**config.mk**
```make
export PLATFORM = sky130hd
export DESIGN_NAME = dual_tone_table_generator_top
export DESIGN_NICKNAME = d
export VERILOG_FILES = /design/src/rtl/dttg_pkg.sv /design/src/rtl/dttg_regs.sv /design/src/rtl/dttg_core.sv /design/src/rtl/dual_tone_table_generator_top.sv
export SDC_FILE = /design/constraint.sdc
export NUM_CORES = 1
export LEC_CHECK = 0
export BUFFER_PORTS_ARGS = -buffer_cell sky130_fd_sc_hd__buf_2
export CORE_MARGIN = 2
export CORE_UTILIZATION = 57
export DETAILED_ROUTE_END_ITERATION = 12
export PLACE_DENSITY_LB_ADDON = 0.15
export SYNTH_ARGS = -nofsm -noshare
export SYNTH_HDL_FRONTEND = slang
export SYNTH_HIERARCHICAL = 1
export SYNTH_SLANG_ARGS = --single-unit
export TNS_END_PERCENT = 1
```
**constraint.sdc**
```tcl
create_clock -name clk_i -period 4.05 [get_ports clk_i]
set_input_delay 0.405 -clock clk_i [delete_from_list [all_inputs] [get_ports clk_i]]
set_output_delay 0.405 -clock clk_i [all_outputs]
set_load 0.02 [all_outputs]
```
**src/rtl/dttg_pkg.sv**
```systemverilog
`default_nettype none

package dttg_pkg;

  localparam int unsigned TableLength = 40;
  localparam int unsigned SampleBits  = 10;
  localparam int unsigned CounterBits = 16;
  localparam int unsigned NumRegs     = 8;
  localparam int unsigned NumKeys     = 4;
  localparam int unsigned PhaseBits   = $clog2(TableLength + 1);
  localparam int unsigned LevelBits   = SampleBits + 1;
  localparam int unsigned RegIdxBits  = $clog2(NumRegs);
  localparam int unsigned KeyIdxBits  = $clog2(NumKeys);
  localparam int unsigned CfgDataBits = 16;

  localparam logic [LevelBits-1:0] ReleaseLevel = LevelBits'(11'h3D8);
  localparam logic [LevelBits-1:0] ResetLevel   = LevelBits'(11'h0FF);
  localparam logic [PhaseBits-1:0] LastPhase    = PhaseBits'(TableLength - 1);

  // Register indexes of the configuration port.
  localparam logic [RegIdxBits-1:0] RegRowPeriod0 = RegIdxBits'(0);
  localparam logic [RegIdxBits-1:0] RegColPeriod0 = RegIdxBits'(4);

  typedef logic [CounterBits-1:0] period_t;
  typedef period_t [NumKeys-1:0] period_bank_t;

  typedef struct packed {
    logic                  key_down;
    logic [KeyIdxBits-1:0] key_row;
    logic [KeyIdxBits-1:0] key_col;
  } dttg_in_t;

  typedef struct packed {
    logic [LevelBits-1:0] dac_level;
    logic                 dac_update;
    logic                 tone_on;
  } dttg_out_t;

  typedef struct packed {
    period_bank_t row_period;
    period_bank_t col_period;
  } dttg_periods_t;

  // One period of the sine table; entries past the table read as zero.
  function automatic logic [SampleBits-1:0] wave_at(input logic [PhaseBits-1:0] phase);
    logic [9:0] w;
    case (phase)
      6'd0:  w = 10'h1ec;  6'd1:  w = 10'h239;  6'd2:  w = 10'h284;  6'd3:  w = 10'h2cb;
      6'd4:  w = 10'h30d;  6'd5:  w = 10'h348;  6'd6:  w = 10'h37a;  6'd7:  w = 10'h3a2;
      6'd8:  w = 10'h3c0;  6'd9:  w = 10'h3d2;  6'd10: w = 10'h3d8;  6'd11: w = 10'h3d2;
      6'd12: w = 10'h3c0;  6'd13: w = 10'h3a2;  6'd14: w = 10'h37a;  6'd15: w = 10'h348;
      6'd16: w = 10'h30d;  6'd17: w = 10'h2cb;  6'd18: w = 10'h284;  6'd19: w = 10'h239;
      6'd20: w = 10'h1ec;  6'd21: w = 10'h19f;  6'd22: w = 10'h154;  6'd23: w = 10'h10d;
      6'd24: w = 10'h0cb;  6'd25: w = 10'h090;  6'd26: w = 10'h05e;  6'd27: w = 10'h036;
      6'd28: w = 10'h018;  6'd29: w = 10'h006;  6'd30: w = 10'h000;  6'd31: w = 10'h006;
      6'd32: w = 10'h018;  6'd33: w = 10'h036;  6'd34: w = 10'h05e;  6'd35: w = 10'h090;
      6'd36: w = 10'h0cb;  6'd37: w = 10'h10d;  6'd38: w = 10'h154;  6'd39: w = 10'h19f;
      default: w = 10'h000;
    endcase
    return SampleBits'(w);
  endfunction

endpackage

`default_nettype wire

```
**src/rtl/dttg_regs.sv**
```systemverilog
`default_nettype none

module dttg_regs (
  input  wire logic                                 clk_i,
  input  wire logic                                 rst_ni,
  input  wire logic                                 cfg_valid_i,
  output logic                                      cfg_ready_o,
  input  wire logic [dttg_pkg::RegIdxBits-1:0]      cfg_index_i,
  input  wire logic [dttg_pkg::CfgDataBits-1:0]     cfg_data_i,
  output dttg_pkg::dttg_periods_t                   periods_o
);

  dttg_pkg::period_bank_t row_q, row_d;
  dttg_pkg::period_bank_t col_q, col_d;
  logic                   is_col;
  logic [dttg_pkg::KeyIdxBits-1:0] slot;

  assign cfg_ready_o = 1'b1;
  assign is_col = (cfg_index_i >= dttg_pkg::RegColPeriod0);
  assign slot   = dttg_pkg::KeyIdxBits'(cfg_index_i - (is_col ? dttg_pkg::RegColPeriod0
                                                              : dttg_pkg::RegRowPeriod0));

  always_comb begin
    row_d = row_q;
    col_d = col_q;
    if (cfg_valid_i && cfg_ready_o) begin
      if (is_col) begin
        col_d[slot] = dttg_pkg::CounterBits'(cfg_data_i);
      end else begin
        row_d[slot] = dttg_pkg::CounterBits'(cfg_data_i);
      end
    end
  end

  always_ff @(posedge clk_i or negedge rst_ni) begin
    if (!rst_ni) begin
      row_q[0] <= dttg_pkg::CounterBits'(488);
      row_q[1] <= dttg_pkg::CounterBits'(441);
      row_q[2] <= dttg_pkg::CounterBits'(398);
      row_q[3] <= dttg_pkg::CounterBits'(360);
      col_q[0] <= dttg_pkg::CounterBits'(830);
      col_q[1] <= dttg_pkg::CounterBits'(752);
      col_q[2] <= dttg_pkg::CounterBits'(681);
      col_q[3] <= dttg_pkg::CounterBits'(615);
    end else begin
      row_q <= row_d;
      col_q <= col_d;
    end
  end

  assign periods_o.row_period = row_q;
  assign periods_o.col_period = col_q;

endmodule

`default_nettype wire

```
**src/rtl/dttg_core.sv**
```systemverilog
`default_nettype none

module dttg_core (
  input  wire logic                    clk_i,
  input  wire logic                    rst_ni,
  input  wire logic                    step_i,
  input  wire dttg_pkg::dttg_in_t      item_i,
  input  wire dttg_pkg::dttg_periods_t periods_i,
  output dttg_pkg::dttg_out_t          result_o
);

  logic                                active_q, active_d;
  dttg_pkg::period_t                   col_cnt_q, col_cnt_d;
  dttg_pkg::period_t                   row_cnt_q, row_cnt_d;
  dttg_pkg::period_t                   col_per_q, col_per_d;
  dttg_pkg::period_t                   row_per_q, row_per_d;
  logic [dttg_pkg::PhaseBits-1:0]      col_ph_q, col_ph_d;
  logic [dttg_pkg::PhaseBits-1:0]      row_ph_q, row_ph_d;
  logic [dttg_pkg::LevelBits-1:0]      level_q, level_d;
  logic [dttg_pkg::PhaseBits-1:0]      col_ph_w, row_ph_w;
  logic                                col_flag, row_flag, update;

  assign col_flag = (col_cnt_q == '0);
  assign row_flag = (row_cnt_q == '0);
  assign col_ph_w = (col_ph_q > dttg_pkg::LastPhase) ? '0 : col_ph_q;
  assign row_ph_w = (row_ph_q > dttg_pkg::LastPhase) ? '0 : row_ph_q;

  always_comb begin
    active_d  = active_q;
    col_cnt_d = col_cnt_q;
    row_cnt_d = row_cnt_q;
    col_per_d = col_per_q;
    row_per_d = row_per_q;
    col_ph_d  = col_ph_q;
    row_ph_d  = row_ph_q;
    level_d   = level_q;
    update    = 1'b0;
    if (!active_q) begin
      if (item_i.key_down) begin
        col_per_d = periods_i.col_period[item_i.key_col];
        row_per_d = periods_i.row_period[item_i.key_row];
        col_cnt_d = periods_i.col_period[item_i.key_col];
        row_cnt_d = periods_i.row_period[item_i.key_row];
        active_d  = 1'b1;
      end
    end else if (!item_i.key_down) begin
      active_d = 1'b0;
      level_d  = dttg_pkg::ReleaseLevel;
      update   = 1'b1;
    end else begin
      col_cnt_d = col_flag ? col_per_q : col_cnt_q - 1'b1;
      row_cnt_d = row_flag ? row_per_q : row_cnt_q - 1'b1;
      if (col_flag || row_flag) begin
        level_d  = dttg_pkg::LevelBits'(dttg_pkg::wave_at(col_ph_w))
                 + dttg_pkg::LevelBits'(dttg_pkg::wave_at(row_ph_w));
        update   = 1'b1;
        col_ph_d = col_flag ? col_ph_w + 1'b1 : col_ph_w;
        row_ph_d = row_flag ? row_ph_w + 1'b1 : row_ph_w;
      end
    end
  end

  assign result_o.dac_level  = level_d;
  assign result_o.dac_update = update;
  assign result_o.tone_on    = active_d;

  always_ff @(posedge clk_i or negedge rst_ni) begin
    if (!rst_ni) begin
      active_q  <= 1'b0;
      col_cnt_q <= '0;
      row_cnt_q <= '0;
      col_per_q <= '0;
      row_per_q <= '0;
      col_ph_q  <= '0;
      row_ph_q  <= '0;
      level_q   <= dttg_pkg::ResetLevel;
    end else if (step_i) begin
      active_q  <= active_d;
      col_cnt_q <= col_cnt_d;
      row_cnt_q <= row_cnt_d;
      col_per_q <= col_per_d;
      row_per_q <= row_per_d;
      col_ph_q  <= col_ph_d;
      row_ph_q  <= row_ph_d;
      level_q   <= level_d;
    end
  end

  // Phases never run more than one step past the end of the table.
  assert property (@(posedge clk_i) disable iff (!rst_ni)
    (col_ph_q <= dttg_pkg::PhaseBits'(dttg_pkg::TableLength)) &&
    (row_ph_q <= dttg_pkg::PhaseBits'(dttg_pkg::TableLength)))
    else $error("tone phase ran past the table");

  // A release rewrites the level to the midpoint.
  assert property (@(posedge clk_i) disable iff (!rst_ni)
    (step_i && active_q && !item_i.key_down) |=>
      (level_q == dttg_pkg::ReleaseLevel) && !active_q)
    else $error("release did not set the midpoint level");

  // The start tick loads the counters but never rewrites the level.
  assert property (@(posedge clk_i) disable iff (!rst_ni)
    (step_i && !active_q && item_i.key_down) |-> !update && result_o.tone_on)
    else $error("start tick rewrote the level");

  // The level moves only on a step that reports an update.
  assert property (@(posedge clk_i) disable iff (!rst_ni)
    !(step_i && update) |=> $stable(level_q))
    else $error("level changed without an update");

endmodule

`default_nettype wire

```
**src/rtl/dual_tone_table_generator_top.sv**
```systemverilog
// Dual-tone generator: each input transfer is one bus tick carrying the
// decoded key state (key_down, key_row, key_col); each tick yields exactly
// one output transfer with the converter level, an update flag and tone_on.
// Input and output channels use valid/stall; a transfer happens when valid
// is high and stall is low. The configuration channel (valid/ready, always
// ready) writes the eight period registers: index 0..3 row periods, 4..7
// column periods. Write it only while no tick is in flight.
// A tick is first held in the input register; once the result register
// is free, the tone logic (counter compare, two sine table reads and one
// add) computes the result from it and writes the result register, which
// offers the result on the output.
// Throughput is one tick per cycle while out_stall_i is low; the input register and the result
// register together decouple the two sides.
// While out_stall_i is high the result holds, the input register fills,
// and in_stall_o rises once both are occupied.
// Reset empties both registers, stops the tone, zeroes the counters and
// phases, sets the held level to 0xFF and loads the default periods.
`default_nettype none

module dual_tone_table_generator_top (
  input  wire logic                              clk_i,
  input  wire logic                              rst_ni,
  input  wire logic                              in_valid_i,
  output logic                                   in_stall_o,
  input  wire dttg_pkg::dttg_in_t                in_data_i,
  output logic                                   out_valid_o,
  input  wire logic                              out_stall_i,
  output dttg_pkg::dttg_out_t                    out_data_o,
  input  wire logic                              cfg_valid_i,
  output logic                                   cfg_ready_o,
  input  wire logic [dttg_pkg::RegIdxBits-1:0]   cfg_index_i,
  input  wire logic [dttg_pkg::CfgDataBits-1:0]  cfg_data_i
);

  logic                    s1_valid_q, s1_valid_d;
  dttg_pkg::dttg_in_t      s1_data_q;
  logic                    out_valid_q, out_valid_d;
  dttg_pkg::dttg_out_t     out_data_q;
  dttg_pkg::dttg_out_t     result;
  dttg_pkg::dttg_periods_t periods;
  logic                    out_free, step, in_take;

  assign out_free   = !out_valid_q || !out_stall_i;
  assign step       = s1_valid_q && out_free;
  assign in_stall_o = s1_valid_q && !out_free;
  assign in_take    = in_valid_i && !in_stall_o;

  assign s1_valid_d  = in_take || (s1_valid_q && !step);
  assign out_valid_d = step || (out_valid_q && out_stall_i);

  dttg_regs u_regs (
    .clk_i       (clk_i),
    .rst_ni      (rst_ni),
    .cfg_valid_i (cfg_valid_i),
    .cfg_ready_o (cfg_ready_o),
    .cfg_index_i (cfg_index_i),
    .cfg_data_i  (cfg_data_i),
    .periods_o   (periods)
  );

  dttg_core u_core (
    .clk_i     (clk_i),
    .rst_ni    (rst_ni),
    .step_i    (step),
    .item_i    (s1_data_q),
    .periods_i (periods),
    .result_o  (result)
  );

  always_ff @(posedge clk_i or negedge rst_ni) begin
    if (!rst_ni) begin
      s1_valid_q  <= 1'b0;
      out_valid_q <= 1'b0;
    end else begin
      s1_valid_q  <= s1_valid_d;
      out_valid_q <= out_valid_d;
    end
  end

  always_ff @(posedge clk_i) begin
    if (in_take) begin
      s1_data_q <= in_data_i;
    end
    if (step) begin
      out_data_q <= result;
    end
  end

  assign out_valid_o = out_valid_q;
  assign out_data_o  = out_data_q;

endmodule

`default_nettype wire
```
==> results of run 1 <==
## area by class of cell
cell class	count	area, um2	area share [%]
clock buffer	39	771	5.35
clock inverter	5	50.0	0.348
inverter	34	128	0.886
multi-input combinational	840	6430	44.7
sequential	236	6060	42.1
tap	285	357	2.48
timing repair buffer	93	601	4.17
## worst max path at each step
| stage | end | slack (ps) |
|---|---|---|
| after CTS | out_data_o[10] | 220 |
| after floorplan | out_data_o[10] | 7 |
| after global placement | out_data_o[10] | 270 |
| after global routing | out_data_o[10] | 20 |
| after detailed placement | out_data_o[10] | 240 |
| final | out_data_o[10] | 240 |
## worst register-to-register path, stage by stage, from the launching register on
cell       delay (ps)
dfrtp_1           370
o21ai_0           160
buf_4             180
nand2_1           150
ha_1              360
a2111oi_1         490
a221o_1           200
o22ai_2           110
fa_1              480
a211oi_2          260
o21ai_0           180
a41o_1            290
xor2_1            160
o22a_1            180
## per-stage QoR
stage / total power, W / std cells / cell area [um2] / hold slack, ps
after global placement: 0.00501 / 1488 / 13600 / 452
after detailed placement: 0.00507 / 1488 / 13600 / 457
after floorplan: 0.00460 / 1188 / 13000 / 109
final: 0.00732 / 1532 / 14400 / -12.6
after CTS: 0.00736 / 1532 / 14400 / 32.8
after global routing: 0.00773 / 1532 / 14400 / 55.7
## cells in the final DEF, fill, tap and decap left out, types with 18 or more instances in the layout
master,synthesis,routed
a21oi_1,58,58
buf_2,10,42
buf_4,5,50
clkbuf_16,0,27
dfrtp_1,167,167
dfstp_2,51,51
edfxtp_1,18,18
ha_1,38,38
inv_1,32,32
mux2_2,123,123
mux4_2,31,31
nand2_1,168,167
nand3_1,25,25
nor2_1,59,58
o211ai_1,19,19
o21ai_0,83,82
## logic make-up (layout without fill, tap and decap cells)
kind of cell	Yosys count	after routing
other	1	1
multiplexers	174	174
flip-flops	236	236
adder cells (fa/ha/maj)	39	39
XOR/XNOR	20	20
AO/OA/AOI/OAI	279	279
buffers and inverters	112	171
AND/OR/NAND/NOR	327	327
## where the power goes
part           total (W)  leakage [nW]  internal (W)  switching (W)
Combinational    0.00161          2.99      0.000813       0.000796
Clock            0.00226         0.407       0.00136       0.000898
Sequential       0.00345          2.72       0.00303       0.000416
Total            0.00732          6.11       0.00521        0.00211
## registers in the layout (all words and copies together) (netlist names), 5 cells and up
| name | flops |
|---|---|
| s1_data_q | 5 |
| u_regs/periods_o | 128 |
| u_core/col_per_q | 16 |
| u_core/col_cnt_q | 16 |
| u_core/level_q | 11 |
| u_core/col_ph_q | 6 |
| out_data_o | 13 |
| u_core/row_cnt_q | 16 |
| u_core/row_ph_q | 6 |
| u_core/row_per_q | 16 |
## what timing repair did
action / CTS / global route
gates resized for setup: 0 / 5
hold buffers: 0 / 0
setup endpoints to repair: 0 / 7
## routing by layer
| metal | GRT usage [%] | up-vias | wire length, um |
|---|---|---|---|
| met2 | 44.4 | 280 | 15000 |
| met4 | 8.55 | 0 | 796 |
| li1 | - | 4416 | - |
| met5 | 0 | - | 0 |
| met3 | 3.45 | 62 | 1470 |
| met1 | 37.8 | 4750 | 14200 |
==> results.yml, run 1 <==
outcome:
  failed_checks: "hold timing"
  status: "finished, violations left"
logic_synthesis:
  netlist_top_cells_count: "168 x nand2_1, 167 x dfrtp_1, 123 x mux2_2"
  synth_cell_types: 88
  syn_inst: 1188
  synthArstFlopShare_pct: 92.4
  syn-num-nets: 1256
  yosysSeqAreaShare_pct: 46.8
  synth_ff_type: "dfrtp_1"
  syn_area_mm2: 0.0130
  synthMuxAreaShare_pct: 18.0
  synth_simple_gate_area_share_pct: 12.1
  synth-edff-count: 18
  yosys.area.top_type: "dfrtp_1"
  synth_compound_area_share_pct: 13.9
  yosys-top-cells-area: "dfrtp_1 32%, mux2_2 11%, dfstp_2 10%"
  yosysWarnings: 6
  synth.top_cell.area_share_pct: 32.2
  synthAdderAreaFrac_pct: 3.82
  yosysMostFrequentCell: "nand2_1"
  synth_xor_area_share_pct: 1.35
  yosys_register_bits: 236
  syn_avg_cell_area_um2: 10.9
  synth_top_family_by_area: "multiplexers"
floorplanning:
  initial_core_util_pct: 57.6
  io_pins: 45
  core.rowCount: 55
  core_mm2: 0.0225
  dieArea_mm2: 0.0240
  die_y_um: 155
  die_w_um: 155
setup_path:
  cp_common_cell: "o21ai_0"
  r2r_start: "u_core/row_ph_q[4]"
  path_depth: 13
  endpoint_kind: "flip-flop"
  required_ps: 4310
  ff2ff_path_depth: 13
  worstPathArrival_ps: 4070
  crit_slowest_cell: "a2111oi_1"
  max_stage_delay_ps: 490
  r2r_slack_ps: 240
  crit_buf_inv: 1
  path_cells: "o21ai_0 -> buf_4 -> nand2_1 -> ha_1 -> a2111oi_1 -> a221o_1 -> o22ai_2 -> fa_1 -> a211oi_2 -> o21ai_0 -> a41o_1 -> xor2_1 -> o22a_1"
  path_max_fanout: 6
  path_class: "reg -> reg"
  crit_path_start_kind: "flip-flop"
  r2r-end: "out_data_o[10]"
  crit_path_start: "u_core/row_ph_q[4]"
  crit_family: "compound AO/OA/AOI/OAI gates"
cells_and_area:
  syn2layout_area_growth_pct: 11.1
  antenna_cells: 0
  final_util_pct: 64.0
  fillers: 1766
  drive_above_1_share_pct: 30.0
  fin_nets: 1298
global_route:
  antenna_found_initial: 0
  grt_pass1_vias: 9416
  grt_overflow: 0
  grt_usage_pct: 27.0
  grt_first_pass_wirelength_um: 51600
  grt_max_degree: 122
timing:
  rsz0062_at_grt: "no"
  fin_crit_ps: 3810
  drv_slew: 0
  maxClockFrequency_ghz: 0.263
  min_period_over_period_pct: 94.0
  hold_viol_final: 3
  setup_tns_ps: 0
  fin_ws_ps: 245
  fin_hold_ws_ps: -12.6
  finClkSkew_ps: 11.7
  finalSetupViolations: 0
  tightest_slew_ps: 971
  max-slew-margin-rel_pct: 35.3
clock_network:
  cts_buffers: 25
  clk_pin_slew_ps: 60
  clockBufferDepth: 3
  cts.sinks: 236
  postCtsSetupBuffers: 0
  clock_insertion_delay_worst_skew_ps: 510
  cts_root_buffer: "clkbuf_16"
  tritoncts: "built"
  cts_htree_levels: 1
drt:
  drc: 0
  vias_per_cell: 6.21
  vias: 9508
  firstDrtPassIters: 5
  drtIter0Drc: 759
  wirelength_um: 31400
  wl_per_cell_um: 20.5
  ant_nets: 0
min_path:
  hold_class: "in -> async"
place:
  place_ws_ps: 245
  place_congestion: 0.935
  portBuffers: 43
  place_hpwl_um: 21200
power_and_ir_drop:
  powerDensity_mw_per_mm2: 509
  peakVddDrop_uv: 432
  p_leak_nw: 6.11
flow_run:
  cap_violations: 0
Note: power is estimated with default switching activity, not from simulation.
==> inputs of run 2 (changes only) <==
CELL_PAD_IN_SITES_DETAIL_PLACEMENT = 0   (was default)
CELL_PAD_IN_SITES_GLOBAL_PLACEMENT = 1   (was default)
CORE_UTILIZATION = 46   (was 57)
==> run 2 against run 1 <==
Compared with the run above: the flow now finishes without violations; core utilization down 11 points; via count down 1.2%; combinational power about the same; first-iteration DRC count up 17%; final cell count up 6.8%; clock skew down 3.5 ps; flip-flop and latch count unchanged; sequential share of layout area down 0.53 points; clock-buffer cell count down 4; register-to-register slack better by 70 ps; sequential power about the same; critical path depth up 2.
==> results.yml, run 2 (same netlist as run 1, synthesis figures left out) <==
outcome:
  status: "complete, no violations"
floorplanning:
  core.rowCount: 61
  die_w_um: 172
  core_mm2: 0.0278
  die_y_um: 172
  io_pins: 45
  initial_core_util_pct: 46.6
  dieArea_mm2: 0.0295
timing:
  finClkSkew_ps: 8.17
  finalSetupViolations: 0
  hold_viol_final: 0
  tightest_slew_ps: 964
  rsz0062_at_grt: "no"
  min_period_over_period_pct: 92.2
  drv_slew: 0
  setup_tns_ps: 0
  fin_crit_ps: 3730
  max-slew-margin-rel_pct: 35.7
  maxClockFrequency_ghz: 0.268
flow_run:
  cap_violations: 0
clock_network:
  clock_insertion_delay_worst_skew_ps: 530
  clk_pin_slew_ps: 60
  clockBufferDepth: 3
  tritoncts: "built"
  postCtsSetupBuffers: 0
  cts_root_buffer: "clkbuf_16"
  cts.sinks: 236
  cts_htree_levels: 1
  cts_buffers: 27
cells_and_area:
  mostFrequentLayoutCells: "168 x nand2_1, 167 x dfrtp_1, 123 x mux2_2, 81 x o21ai_0"
  largest_reg_flops: 128
  drive_above_1_share_pct: 30.1
  fillers: 2524
  final_common_cell: "nand2_1"
  syn2layout_area_growth_pct: 12.5
  antenna_cells: 0
  fin_nets: 1306
power_and_ir_drop:
  peakVddDrop_uv: 371
  fin_total_pwr_w: 0.00740
  powerDensity_mw_per_mm2: 507
  p_leak_nw: 6.15
setup_path:
  cp_common_cell: "a21oi_1"
  required_ps: 4340
  crit_path_start_kind: "flip-flop"
  crit_buf_inv: 1
  max_stage_delay_ps: 480
  endpoint_kind: "flip-flop"
  path_max_fanout: 6
  path_class: "reg -> reg"
  path_cells: "o21ai_1 -> nand2_1 -> inv_1 -> ha_1 -> a21boi_0 -> a31o_2 -> a21oi_1 -> a21oi_1 -> a211o_1 -> fa_1 -> a211oi_1 -> o21ai_0 -> a41o_1 -> xor2_1 -> o22a_1"
  crit_slowest_cell: "fa_1"
  crit_family: "compound AO/OA/AOI/OAI gates"
  worstPathArrival_ps: 4020
place:
  place_hpwl_um: 22400
  portBuffers: 43
  place_congestion: 0.890
drt:
  vias: 9395
  vias_per_cell: 5.74
  wirelength_um: 32700
  wl_per_cell_um: 20.0
  ant_nets: 0
  drtIter0Drc: 885
  firstDrtPassIters: 5
  drc: 0
global_route:
  grt_max_degree: 106
  antenna_found_initial: 0
  grt_first_pass_wirelength_um: 52800
  grt_pass1_vias: 9370
  grt_usage_pct: 22.8
  grt_overflow: 0
min_path:
  hold_class: "in -> reg"
==> run 2: cell types whose count changed in the layout (fill, tap and decap cells not counted), sizes merged <==
| cell | before | now |
|---|---|---|
| bufinv | 1 | 2 |
| clkbuf | 39 | 35 |
| dlygate4sd3 | 0 | 1 |
| inv | 32 | 33 |
| clkinv | 6 | 13 |
| buf | 93 | 98 |
==> run 2: power by group <==
| group | switching [W] | internal [W] | leakage [nW] |
|---|---|---|---|
| Clock | 0.000955 | 0.00137 | 0.415 |
| Combinational | 0.000807 | 0.000819 | 3.02 |
| Sequential | 0.000414 | 0.00303 | 2.72 |
==> run 2: path summary, 6_finish.rpt <==
path / cells after the start / end / slack [ps] / from
max in group asynchronous: 3 / u_core/level_q[2] / 2570 / rst_ni
worst min register to register: 2 / u_core/col_per_q[9] / 470 / u_core/col_per_q[9]
worst max-delay path: 15 / out_data_o[10] / 320 / u_core/col_ph_q[5]
min in group asynchronous: 2 / u_regs/periods_o[7] / 520 / rst_ni
worst max register to register: 15 / out_data_o[10] / 320 / u_core/col_ph_q[5]
worst min-delay path: 1 / s1_data_q[4] / 50 / in_data_i[4]
==> run 2: layout make-up <==
| cell class | instances | area (um2) | area share (%) |
|---|---|---|---|
| clock buffers | 35 | 716 | 4.91 |
| clock inverters | 14 | 119 | 0.815 |
| repair buffers | 99 | 661 | 4.53 |
| multi-input cells | 840 | 6420 | 44.1 |
| well taps | 378 | 473 | 3.24 |
| inverters | 34 | 128 | 0.875 |
| flip-flops and latches | 236 | 6060 | 41.6 |
==> run 2: what timing repair did <==
action / CTS / global route
resized for setup: 0 / 3
hold endpoints to repair: 70 / 0
hold buffers: 1 / 0
endpoints found under the setup margin: 0 / 9
==> run 2: routing by layer <==
| metal | vias up | track usage (%) | wire (um) | part of all wire, % |
|---|---|---|---|---|
| met5 | - | 0 | 0 | 0 |
| met4 | 0 | 5.41 | 699 | 2.1 |
| met3 | 51 | 2.49 | 1230 | 3.8 |
| met2 | 207 | 39.0 | 16100 | 49 |
| met1 | 4693 | 31.3 | 14700 | 45 |
| li1 | 4444 | - | - | - |
==> run 2: metrics by stage <==
stage | setup WS, ps | cell area [um2] | utilization (%) | cells | hold slack, ps
floorplan | 6.95 | 13000 | - | 1188 | 109
global placement | 295 | 13700 | 49.4 | 1586 | 453
detailed placement | 171 | 13700 | 49.4 | 1586 | 457
CTS | 155 | 14600 | 52.5 | 1636 | 32.8
global route | 1.55 | 14600 | 52.5 | 1636 | 30.7
finish | 317 | 14600 | 52.5 | 1636 | 50.6
